===== config.mk =====
export PLATFORM = sky130hd
export DESIGN_NAME = sip_non_invite_client_transaction_flat
export DESIGN_NICKNAME = d
export VERILOG_FILES = /design/src/rtl/core/sipnict_pkg.sv /design/src/rtl/core/sipnict_ev_if.sv /design/src/rtl/core/sipnict_res_if.sv /design/src/rtl/core/sipnict_cfg.sv /design/src/rtl/core/sipnict_fsm.sv /design/src/rtl/core/sip_non_invite_client_transaction.sv /design/src/flat_wrapper.sv
export VERILOG_INCLUDE_DIRS = /design/src /design/src/rtl/core
export SDC_FILE = /design/constraint.sdc
export NUM_CORES = 1
export LEC_CHECK = 0
export BUFFER_PORTS_ARGS = -buffer_cell sky130_fd_sc_hd__buf_2
export CORE_ASPECT_RATIO = 0.75
export CORE_MARGIN = 2
export CORE_UTILIZATION = 31
export CTS_BUF_LIST = sky130_fd_sc_hd__clkbuf_8
export DETAILED_ROUTE_END_ITERATION = 16
export PLACE_DENSITY = 0.55
export RECOVER_POWER = 25
export SLEW_MARGIN = 30
export SYNTH_ARGS = -nofsm -noshare
export SYNTH_HDL_FRONTEND = slang
export SYNTH_SLANG_ARGS = --single-unit

===== constraint.sdc =====
create_clock -name clk -period 4.8 [get_ports clk]
set_input_delay 0.24 -clock clk [delete_from_list [all_inputs] [get_ports clk]]
set_output_delay 0.24 -clock clk [all_outputs]
set_load 0.01 [all_outputs]

===== src/rtl/core/sip_non_invite_client_transaction_macros.svh =====
// Assertion helpers used by the transaction FSM.
`ifndef SIP_NON_INVITE_CLIENT_TRANSACTION_MACROS_SVH
`define SIP_NON_INVITE_CLIENT_TRANSACTION_MACROS_SVH

// Same-cycle implication, checked while out of reset.
`define SIPNICT_ASSERT_IMPL(name, clk, rst_n, ante, cons, msg) \
	name: assert property (@(posedge clk) disable iff (!rst_n) (ante) |-> (cons)) \
		else $error(msg);

// Next-cycle implication, checked while out of reset.
`define SIPNICT_ASSERT_NEXT(name, clk, rst_n, ante, cons, msg) \
	name: assert property (@(posedge clk) disable iff (!rst_n) (ante) |=> (cons)) \
		else $error(msg);

`endif


===== src/rtl/core/sipnict_pkg.sv =====
package sipnict_pkg;

	localparam int FUNC_W     = 3;
	localparam int CODE_W     = 10;
	localparam int STATUS_W   = 2;
	localparam int NOTIFY_W   = 2;
	localparam int PHASE_W    = 2;
	localparam int IVL_W      = 16;
	localparam int F_SHIFT    = 6;
	localparam int F_IVL_W    = IVL_W + F_SHIFT;
	localparam int CFG_IDX_W  = 2;

	// Event codes.
	localparam logic [FUNC_W-1:0] FN_REQUEST   = 3'd0;
	localparam logic [FUNC_W-1:0] FN_RESPONSE  = 3'd1;
	localparam logic [FUNC_W-1:0] FN_TIMER_E   = 3'd2;
	localparam logic [FUNC_W-1:0] FN_TIMER_F   = 3'd3;
	localparam logic [FUNC_W-1:0] FN_TIMER_K   = 3'd4;
	localparam logic [FUNC_W-1:0] FN_XPORT_ERR = 3'd5;

	// Status codes.
	localparam logic [STATUS_W-1:0] ST_OK          = 2'd0;
	localparam logic [STATUS_W-1:0] ST_MSG_ERR     = 2'd1;
	localparam logic [STATUS_W-1:0] ST_XPORT_ERR   = 2'd2;
	localparam logic [STATUS_W-1:0] ST_WRONG_PHASE = 2'd3;

	// Error notices.
	localparam logic [NOTIFY_W-1:0] NT_NONE    = 2'd0;
	localparam logic [NOTIFY_W-1:0] NT_TIMEOUT = 2'd1;
	localparam logic [NOTIFY_W-1:0] NT_XPORT   = 2'd2;

	// Configuration register indexes.
	localparam logic [CFG_IDX_W-1:0] REG_BASE   = 2'd0;
	localparam logic [CFG_IDX_W-1:0] REG_MAX    = 2'd1;
	localparam logic [CFG_IDX_W-1:0] REG_LINGER = 2'd2;

	localparam logic [IVL_W-1:0] BASE_RST   = 16'd500;
	localparam logic [IVL_W-1:0] MAX_RST    = 16'd4000;
	localparam logic [IVL_W-1:0] LINGER_RST = 16'd5000;

	// Status code classes.
	localparam logic [CODE_W-1:0] CODE_PROV_LO  = 10'd100;
	localparam logic [CODE_W-1:0] CODE_PROV_HI  = 10'd199;
	localparam logic [CODE_W-1:0] CODE_FINAL_LO = 10'd200;
	localparam logic [CODE_W-1:0] CODE_FINAL_HI = 10'd799;

	typedef struct packed {
		logic [IVL_W-1:0] base_interval;
		logic [IVL_W-1:0] max_interval;
		logic [IVL_W-1:0] linger_interval;
	} cfg_t;

	typedef struct packed {
		logic [FUNC_W-1:0] func;
		logic [CODE_W-1:0] status_code;
		logic              parse_ok;
		logic              send_ok;
	} ev_t;

	typedef struct packed {
		logic [STATUS_W-1:0] status;
		logic                send_request;
		logic                deliver_response;
		logic [NOTIFY_W-1:0] notify_error;
		logic                end_transaction;
		logic                arm_e;
		logic [IVL_W-1:0]    e_interval;
		logic                arm_f;
		logic [F_IVL_W-1:0]  f_interval;
		logic                arm_k;
		logic [IVL_W-1:0]    k_interval;
		logic [PHASE_W-1:0]  phase_out;
	} res_t;

endpackage


===== src/rtl/core/sipnict_ev_if.sv =====
interface sipnict_ev_if import sipnict_pkg::*; ();
	logic              valid;
	logic              ready;
	logic [FUNC_W-1:0] func;
	logic [CODE_W-1:0] status_code;
	logic              parse_ok;
	logic              send_ok;

	modport source (output valid, func, status_code, parse_ok, send_ok, input ready);
	modport sink (input valid, func, status_code, parse_ok, send_ok, output ready);
endinterface


===== src/rtl/core/sipnict_res_if.sv =====
interface sipnict_res_if import sipnict_pkg::*; ();
	logic                valid;
	logic                ready;
	logic [STATUS_W-1:0] status;
	logic                send_request;
	logic                deliver_response;
	logic [NOTIFY_W-1:0] notify_error;
	logic                end_transaction;
	logic                arm_e;
	logic [IVL_W-1:0]    e_interval;
	logic                arm_f;
	logic [F_IVL_W-1:0]  f_interval;
	logic                arm_k;
	logic [IVL_W-1:0]    k_interval;
	logic [PHASE_W-1:0]  phase_out;

	modport source (output valid, status, send_request, deliver_response, notify_error,
		end_transaction, arm_e, e_interval, arm_f, f_interval, arm_k, k_interval,
		phase_out, input ready);
	modport sink (input valid, status, send_request, deliver_response, notify_error,
		end_transaction, arm_e, e_interval, arm_f, f_interval, arm_k, k_interval,
		phase_out, output ready);
endinterface


===== src/rtl/core/sipnict_cfg.sv =====
module sipnict_cfg import sipnict_pkg::*; (
	input  logic                 clk,
	input  logic                 arst_n,
	input  logic                 we,
	input  logic [CFG_IDX_W-1:0] index,
	input  logic [IVL_W-1:0]     wdata,
	output cfg_t                 cfg
);

	cfg_t cfg_q;

	always_ff @(posedge clk or negedge arst_n) begin
		if (!arst_n) begin
			cfg_q.base_interval   <= BASE_RST;
			cfg_q.max_interval    <= MAX_RST;
			cfg_q.linger_interval <= LINGER_RST;
		end else if (we) begin
			unique case (index)
				REG_BASE:   cfg_q.base_interval   <= wdata;
				REG_MAX:    cfg_q.max_interval    <= wdata;
				REG_LINGER: cfg_q.linger_interval <= wdata;
				default: ;
			endcase
		end
	end

	assign cfg = cfg_q;

endmodule


===== src/rtl/core/sipnict_fsm.sv =====
`include "sip_non_invite_client_transaction_macros.svh"

module sipnict_fsm import sipnict_pkg::*; (
	input  logic clk,
	input  logic arst_n,
	input  cfg_t cfg,
	input  logic ev_valid,
	output logic ev_ready,
	input  ev_t  ev,
	output logic res_valid,
	input  logic res_ready,
	output res_t res
);

	typedef enum logic [PHASE_W-1:0] {
		TRYING     = 2'd0,
		PROCEEDING = 2'd1,
		COMPLETED  = 2'd2,
		TERMINATED = 2'd3
	} phase_t;

	phase_t           phase_q, nxt_phase;
	logic [IVL_W-1:0] retx_q, nxt_retx;
	logic             stored_q, nxt_stored;
	logic             res_valid_q;
	res_t             res_q, r;
	logic [IVL_W:0]   dbl;
	logic [IVL_W-1:0] capped;
	logic             live;
	logic             accept;

	// The result register frees up in the same cycle it is drained.
	assign ev_ready = !res_valid_q || res_ready;
	assign accept   = ev_valid && ev_ready;

	assign live   = (phase_q == TRYING) || (phase_q == PROCEEDING);
	assign dbl    = {retx_q, 1'b0};
	assign capped = ({1'b0, cfg.max_interval} > dbl) ? dbl[IVL_W-1:0] : cfg.max_interval;

	always_comb begin
		nxt_phase  = phase_q;
		nxt_retx   = retx_q;
		nxt_stored = stored_q;
		r          = '0;
		unique case (ev.func)
			FN_REQUEST: begin
				if (phase_q != TRYING) begin
					r.status = ST_WRONG_PHASE;
				end else begin
					// A request is held even when it fails to parse.
					nxt_stored = 1'b1;
					if (!ev.parse_ok) begin
						r.status = ST_MSG_ERR;
					end else if (!ev.send_ok) begin
						nxt_phase = TERMINATED;
						r.status  = ST_XPORT_ERR;
					end else begin
						r.send_request = 1'b1;
						nxt_retx       = cfg.base_interval;
						r.arm_e        = 1'b1;
						r.e_interval   = cfg.base_interval;
						r.arm_f        = 1'b1;
						r.f_interval   = {cfg.base_interval, {F_SHIFT{1'b0}}};
					end
				end
			end
			FN_RESPONSE: begin
				if (live) begin
					if (ev.status_code >= CODE_PROV_LO && ev.status_code <= CODE_PROV_HI) begin
						nxt_phase          = PROCEEDING;
						r.deliver_response = 1'b1;
					end else if (ev.status_code >= CODE_FINAL_LO &&
							ev.status_code <= CODE_FINAL_HI) begin
						nxt_phase          = COMPLETED;
						r.deliver_response = 1'b1;
						r.arm_k            = 1'b1;
						r.k_interval       = cfg.linger_interval;
					end
				end
			end
			FN_TIMER_E: begin
				if (live && stored_q) begin
					r.send_request = 1'b1;
					r.arm_e        = 1'b1;
					if (phase_q == TRYING) begin
						nxt_retx     = capped;
						r.e_interval = capped;
					end else begin
						r.e_interval = cfg.max_interval;
					end
				end
			end
			FN_TIMER_F: begin
				if (live) begin
					r.notify_error    = NT_TIMEOUT;
					nxt_phase         = TERMINATED;
					r.end_transaction = stored_q;
				end
			end
			FN_TIMER_K: begin
				nxt_phase         = TERMINATED;
				r.end_transaction = stored_q;
			end
			FN_XPORT_ERR: begin
				r.notify_error    = NT_XPORT;
				nxt_phase         = TERMINATED;
				r.end_transaction = stored_q;
			end
			default: ;
		endcase
		r.phase_out = nxt_phase;
	end

	always_ff @(posedge clk or negedge arst_n) begin
		if (!arst_n) begin
			phase_q     <= TRYING;
			retx_q      <= BASE_RST;
			stored_q    <= 1'b0;
			res_valid_q <= 1'b0;
			res_q       <= '0;
		end else if (accept) begin
			phase_q     <= nxt_phase;
			retx_q      <= nxt_retx;
			stored_q    <= nxt_stored;
			res_valid_q <= 1'b1;
			res_q       <= r;
		end else if (res_ready) begin
			res_valid_q <= 1'b0;
		end
	end

	assign res_valid = res_valid_q;
	assign res       = res_q;

	`SIPNICT_ASSERT_NEXT(a_term_sticky, clk, arst_n, phase_q == TERMINATED, phase_q == TERMINATED, "terminated phase was left")
	`SIPNICT_ASSERT_NEXT(a_stored_sticky, clk, arst_n, stored_q, stored_q, "stored request was dropped")
	`SIPNICT_ASSERT_NEXT(a_accept_result, clk, arst_n, accept, res_valid_q, "accepted item produced no result")
	`SIPNICT_ASSERT_IMPL(a_end_is_term, clk, arst_n, res_valid_q && res_q.end_transaction, res_q.phase_out == TERMINATED, "end announced outside terminated")

endmodule


===== src/rtl/core/sip_non_invite_client_transaction.sv =====
// Channel   Dir  Contents
// evt       in   func, status_code, parse_ok, send_ok
// res       out  status, send/deliver/notify/end flags, timer arms and intervals, phase_out
// cfg_*     in   write of base, max and linger intervals, indexes 0 to 2
//
// Each event is decoded combinationally against the phase registers and its result
// appears in the result register on the next cycle; one event per cycle is sustained
// while res.ready is high, and events are taken while the result register is empty
// or is being drained. Reset returns the phase to trying, loads the retransmit interval
// with 500 ticks and loads the interval registers with 500, 4000 and 5000 ticks.
module sip_non_invite_client_transaction import sipnict_pkg::*; (
	input  logic                 clk,
	input  logic                 arst_n,
	input  logic                 cfg_we,
	input  logic [CFG_IDX_W-1:0] cfg_index,
	input  logic [IVL_W-1:0]     cfg_wdata,
	sipnict_ev_if.sink           evt,
	sipnict_res_if.source        res
);

	cfg_t cfg;
	ev_t  ev;
	res_t r;

	sipnict_cfg u_cfg (
		.clk    (clk),
		.arst_n (arst_n),
		.we     (cfg_we),
		.index  (cfg_index),
		.wdata  (cfg_wdata),
		.cfg    (cfg)
	);

	assign ev.func        = evt.func;
	assign ev.status_code = evt.status_code;
	assign ev.parse_ok    = evt.parse_ok;
	assign ev.send_ok     = evt.send_ok;

	sipnict_fsm u_fsm (
		.clk       (clk),
		.arst_n    (arst_n),
		.cfg       (cfg),
		.ev_valid  (evt.valid),
		.ev_ready  (evt.ready),
		.ev        (ev),
		.res_valid (res.valid),
		.res_ready (res.ready),
		.res       (r)
	);

	assign res.status           = r.status;
	assign res.send_request     = r.send_request;
	assign res.deliver_response = r.deliver_response;
	assign res.notify_error     = r.notify_error;
	assign res.end_transaction  = r.end_transaction;
	assign res.arm_e            = r.arm_e;
	assign res.e_interval       = r.e_interval;
	assign res.arm_f            = r.arm_f;
	assign res.f_interval       = r.f_interval;
	assign res.arm_k            = r.arm_k;
	assign res.k_interval       = r.k_interval;
	assign res.phase_out        = r.phase_out;

endmodule

===== src/flat_wrapper.sv =====
// flat-port wrapper written by rule: the top's interface ports become plain ports
module sip_non_invite_client_transaction_flat import sipnict_pkg::*;
  (clk, arst_n, cfg_we, cfg_index, cfg_wdata, evt_valid, evt_func, evt_status_code, evt_parse_ok, evt_send_ok, evt_ready, res_valid, res_status, res_send_request, res_deliver_response, res_notify_error, res_end_transaction, res_arm_e, res_e_interval, res_arm_f, res_f_interval, res_arm_k, res_k_interval, res_phase_out, res_ready);
  sipnict_ev_if evt_i ();
  sipnict_res_if res_i ();
  input  logic clk;
  input  logic arst_n;
  input  logic cfg_we;
  input  logic [CFG_IDX_W-1:0] cfg_index;
  input  logic [IVL_W-1:0] cfg_wdata;
  input wire logic [$bits(evt_i.valid)-1:0] evt_valid;
  input wire logic [$bits(evt_i.func)-1:0] evt_func;
  input wire logic [$bits(evt_i.status_code)-1:0] evt_status_code;
  input wire logic [$bits(evt_i.parse_ok)-1:0] evt_parse_ok;
  input wire logic [$bits(evt_i.send_ok)-1:0] evt_send_ok;
  output wire logic [$bits(evt_i.ready)-1:0] evt_ready;
  output wire logic [$bits(res_i.valid)-1:0] res_valid;
  output wire logic [$bits(res_i.status)-1:0] res_status;
  output wire logic [$bits(res_i.send_request)-1:0] res_send_request;
  output wire logic [$bits(res_i.deliver_response)-1:0] res_deliver_response;
  output wire logic [$bits(res_i.notify_error)-1:0] res_notify_error;
  output wire logic [$bits(res_i.end_transaction)-1:0] res_end_transaction;
  output wire logic [$bits(res_i.arm_e)-1:0] res_arm_e;
  output wire logic [$bits(res_i.e_interval)-1:0] res_e_interval;
  output wire logic [$bits(res_i.arm_f)-1:0] res_arm_f;
  output wire logic [$bits(res_i.f_interval)-1:0] res_f_interval;
  output wire logic [$bits(res_i.arm_k)-1:0] res_arm_k;
  output wire logic [$bits(res_i.k_interval)-1:0] res_k_interval;
  output wire logic [$bits(res_i.phase_out)-1:0] res_phase_out;
  input wire logic [$bits(res_i.ready)-1:0] res_ready;
  assign evt_i.valid = evt_valid;
  assign evt_i.func = evt_func;
  assign evt_i.status_code = evt_status_code;
  assign evt_i.parse_ok = evt_parse_ok;
  assign evt_i.send_ok = evt_send_ok;
  assign evt_ready = evt_i.ready;
  assign res_valid = res_i.valid;
  assign res_status = res_i.status;
  assign res_send_request = res_i.send_request;
  assign res_deliver_response = res_i.deliver_response;
  assign res_notify_error = res_i.notify_error;
  assign res_end_transaction = res_i.end_transaction;
  assign res_arm_e = res_i.arm_e;
  assign res_e_interval = res_i.e_interval;
  assign res_arm_f = res_i.arm_f;
  assign res_f_interval = res_i.f_interval;
  assign res_arm_k = res_i.arm_k;
  assign res_k_interval = res_i.k_interval;
  assign res_phase_out = res_i.phase_out;
  assign res_i.ready = res_ready;
  sip_non_invite_client_transaction u_core (.clk(clk), .arst_n(arst_n), .cfg_we(cfg_we), .cfg_index(cfg_index), .cfg_wdata(cfg_wdata), .evt(evt_i), .res(res_i));
endmodule

==> impl_metrics.ini <==
[cts]
path_clk_slew_ns = 0.08
post_cts_resized = 0
numCtsBuffers = 17
cts_tree = yes
clock_path_buffers = 2
numClockSinks = 125
clkLatencyLatePin_ns = 0.45
root_buffer = clkbuf_8
cts_max_level = 4

[power]
max-vdd-ir-drop_mv = 0.226
p_per_area_nw_per_um2 = 383
sw_frac_of_total_pct = 29.3
power.leakage_nw = 3.53
p_int_w = 0.00201
combPwrFrac_pct = 17.0
clkPwrFrac_pct = 36.0
p_seq_share_pct = 46.9
p_switching_w = 0.000835

[setup_path]
required_ns = 5.10
critPathCaptureType = flip-flop
critical_path_arrival_ns = 3.48
crit_fanout = 27
crit_type = flip-flop to flip-flop
timing.rr.end = u_core.u_fsm.retx_q[11]$_DFFE_PN0P_
endpoint = u_core.u_fsm.retx_q[11]$_DFFE_PN0P_
reg2regPathDepth = 9
timing.rr.start = u_core.u_fsm.retx_q[7]$_DFFE_PN1P_
startpoint_type = flip-flop
r2r_slack_ns = 1.62
critPathLaunch = u_core.u_fsm.retx_q[7]$_DFFE_PN1P_

[floorplanning]
io_pins = 106
dieArea_um2 = 21800
die_y_um = 128
die_x_um = 170
row_count = 45
start_util_pct = 31.6
core_um2 = 20200

[sta]
holdWs_ns = 0.0485
rsz0062_at_grt = no
fmax_mhz = 314
slew-limit-headroom_pct = -47.2
final_hold_viol_count = 0
fin_crit_sh_pct = 66.3
setup_viol = 0
fin_crit_ns = 3.18
maxSlewViolCount = 100
worst_slew_pin_slew_ns = 2.21
tns_ns = 0
fin_worst_skew_ns = 0.0101

[detailed_routing]
wl_per_cell_um = 18.4
via_per_inst = 5.35
drc = 0
firstDrtPassIters = 7
postRouteAntennaNets = 0
routed_wl_um = 16800
drt_iter0_markers = 327
dr_total_vias = 4880

[logic_synthesis]
synth_area_um2 = 6380
yosys_warnings = 0
syn_inst = 558
synth-main-ff-cell = dfrtp_1
syn_avg_cell_area_um2 = 11.4
ys_async_sr_fraction_pct = 100
synth_edf_count = 0
yosysSeqAreaShare_pct = 49.5
ys_types = 57
ys_ff_latch = 125

[place]
port_buffers = 97
hpwl_um = 11500
gp_congestion = 0.832

[layout]
antenna_cells = 0
nNetsFinal = 694
mostFrequentLayoutCells = 102 x dfrtp_1, 95 x buf_2, 65 x nand2_1, 48 x mux2_2, 28 x o21ai_0
final_layout_size_suffix_gt1_share_pct = 36.2
syn_to_final_growth_pct = 16.5
final_common_cell = dfrtp_1

[grt]
grt_max_degree = 89
antenna_found_initial = 0
grt_pass1_wl_um = 26500
grt_overflow = 0
grt_pass1_vias = 4836
grt_usage_pct = 15.8

[status]
status = finished with violations
failed_checks = capacitance limit, slew limit

[worst_hold_path]
hold_path.startpoint = evt_valid
hold_class = primary input to flip-flop

[job]
max-cap-violations = 2
## layout make-up
type	instances	area, um^2
Fill cell	1940	12800
Tap cell	258	323
Sequential cell	125	3160
Clock buffer	18	248
Multi-Input combinational cell	374	2880
Clock inverter	14	191
Inverter	16	60.1
Timing Repair Buffer	107	573
## cells in the mapped netlist, drive strengths merged, types with 15 or more instances
cell type,instances,area [um^2]
a21oi,20,100
inv,16,60.1
o2111ai,16,140
nand2,66,250
dfstp,23,604
buf,25,170
mux2,49,552
nand3,22,110
ha,15,188
mux2i,15,150
dfrtp,102,2550
or4b,15,150
a22o,17,149
a21o,19,151
o21ai,28,140
a32oi,16,140
clkbuf,20,135
## worst min-delay path by stage
stage / slack, ns / depth (start not counted) / to
detailed placement: 0.35 / 1 / u_core.u_fsm.res[11]$_DFFE_PN0P_
global route: 0.02 / 2 / u_core.u_cfg.cfg[16]$_DFFE_PN0P_
finish: 0.05 / 2 / u_core.u_fsm.res_valid$_DFFE_PN0P_
global placement: 0.46 / 1 / u_core.u_fsm.res[18]$_DFFE_PN0P_
CTS: 0.02 / 2 / u_core.u_fsm.res_valid$_DFFE_PN0P_
floorplan: -0.06 / 0 / u_core.u_cfg.cfg[0]$_DFFE_PN0P_
## cell families (layout without fill, tap and decap cells)
group,Yosys count,count (layout),share of synthesized area (%)
AND/OR/NAND/NOR,143,143,12.4
adder cells (fa/ha/maj),15,15,2.94
buffers and inverters,64,155,6.26
multiplexers,64,64,11.0
flip-flops,125,125,49.5
AO/OA/AOI/OAI,146,146,17.9
other,1,6,0.0588
## power by group through the flow
stage               logic (W)  clock network [W]  registers, W
floorplan            0.000377                  0       0.00131
global placement     0.000469                  0       0.00135
detailed placement   0.000486                  0       0.00135
CTS                  0.000490            0.00104       0.00133
global route         0.000537            0.00110       0.00135
finish               0.000486            0.00103       0.00134
## sequential cells by signal, indices dropped and copies added (netlist names)
name                    cells
u_core.u_fsm.res_valid      1
u_core.u_fsm.stored_q       1
u_core.u_fsm.retx_q        16
u_core.u_fsm.res           59
u_core.u_cfg.cfg           48
## per-layer routing
| metal | up-vias | wire, um | part of all wire [%] | track usage [%] |
|---|---|---|---|---|
| met1 | 2477 | 8300 | 50 | 22.7 |
| met2 | 129 | 7510 | 45 | 23.7 |
| met5 | - | 0 | 0 | 0 |
| met4 | 0 | 190 | 1.1 | 4.32 |
| met3 | 16 | 762 | 4.5 | 3.83 |
| li1 | 2258 | - | - | - |
## worst max-delay path, cell delays in order, from the launching register on
cell	delay, ns
dfstp_2	0.56
inv_1	0.07
ha_1	0.31
a21oi_1	0.14
o21a_1	0.15
o32ai_1	0.11
o31ai_4	0.86
buf_4	0.47
mux2i_1	0.27
a221oi_2	0.08
## timing repair
action | 4_1_cts | 5_1_grt
hold endpoints to repair | 79 | 0
hold buffers | 1 | 0
setup buffers | 0 | 0
## per-stage QoR
stage | instances | util [%] | total power, W | worst slack [ns] | cell area [um^2]
after floorplan | 563 | - | 0.00169 | 2.47 | 6400
after global placement | 877 | 34.5 | 0.00182 | 1.68 | 6970
after detailed placement | 879 | 34.6 | 0.00184 | 1.65 | 7000
after CTS | 912 | 36.8 | 0.00287 | 1.63 | 7450
after global routing | 912 | 36.8 | 0.00299 | 1.46 | 7430
final | 912 | 36.8 | 0.00285 | 1.62 | 7430
Note: power is estimated with default switching activity, not from simulation.
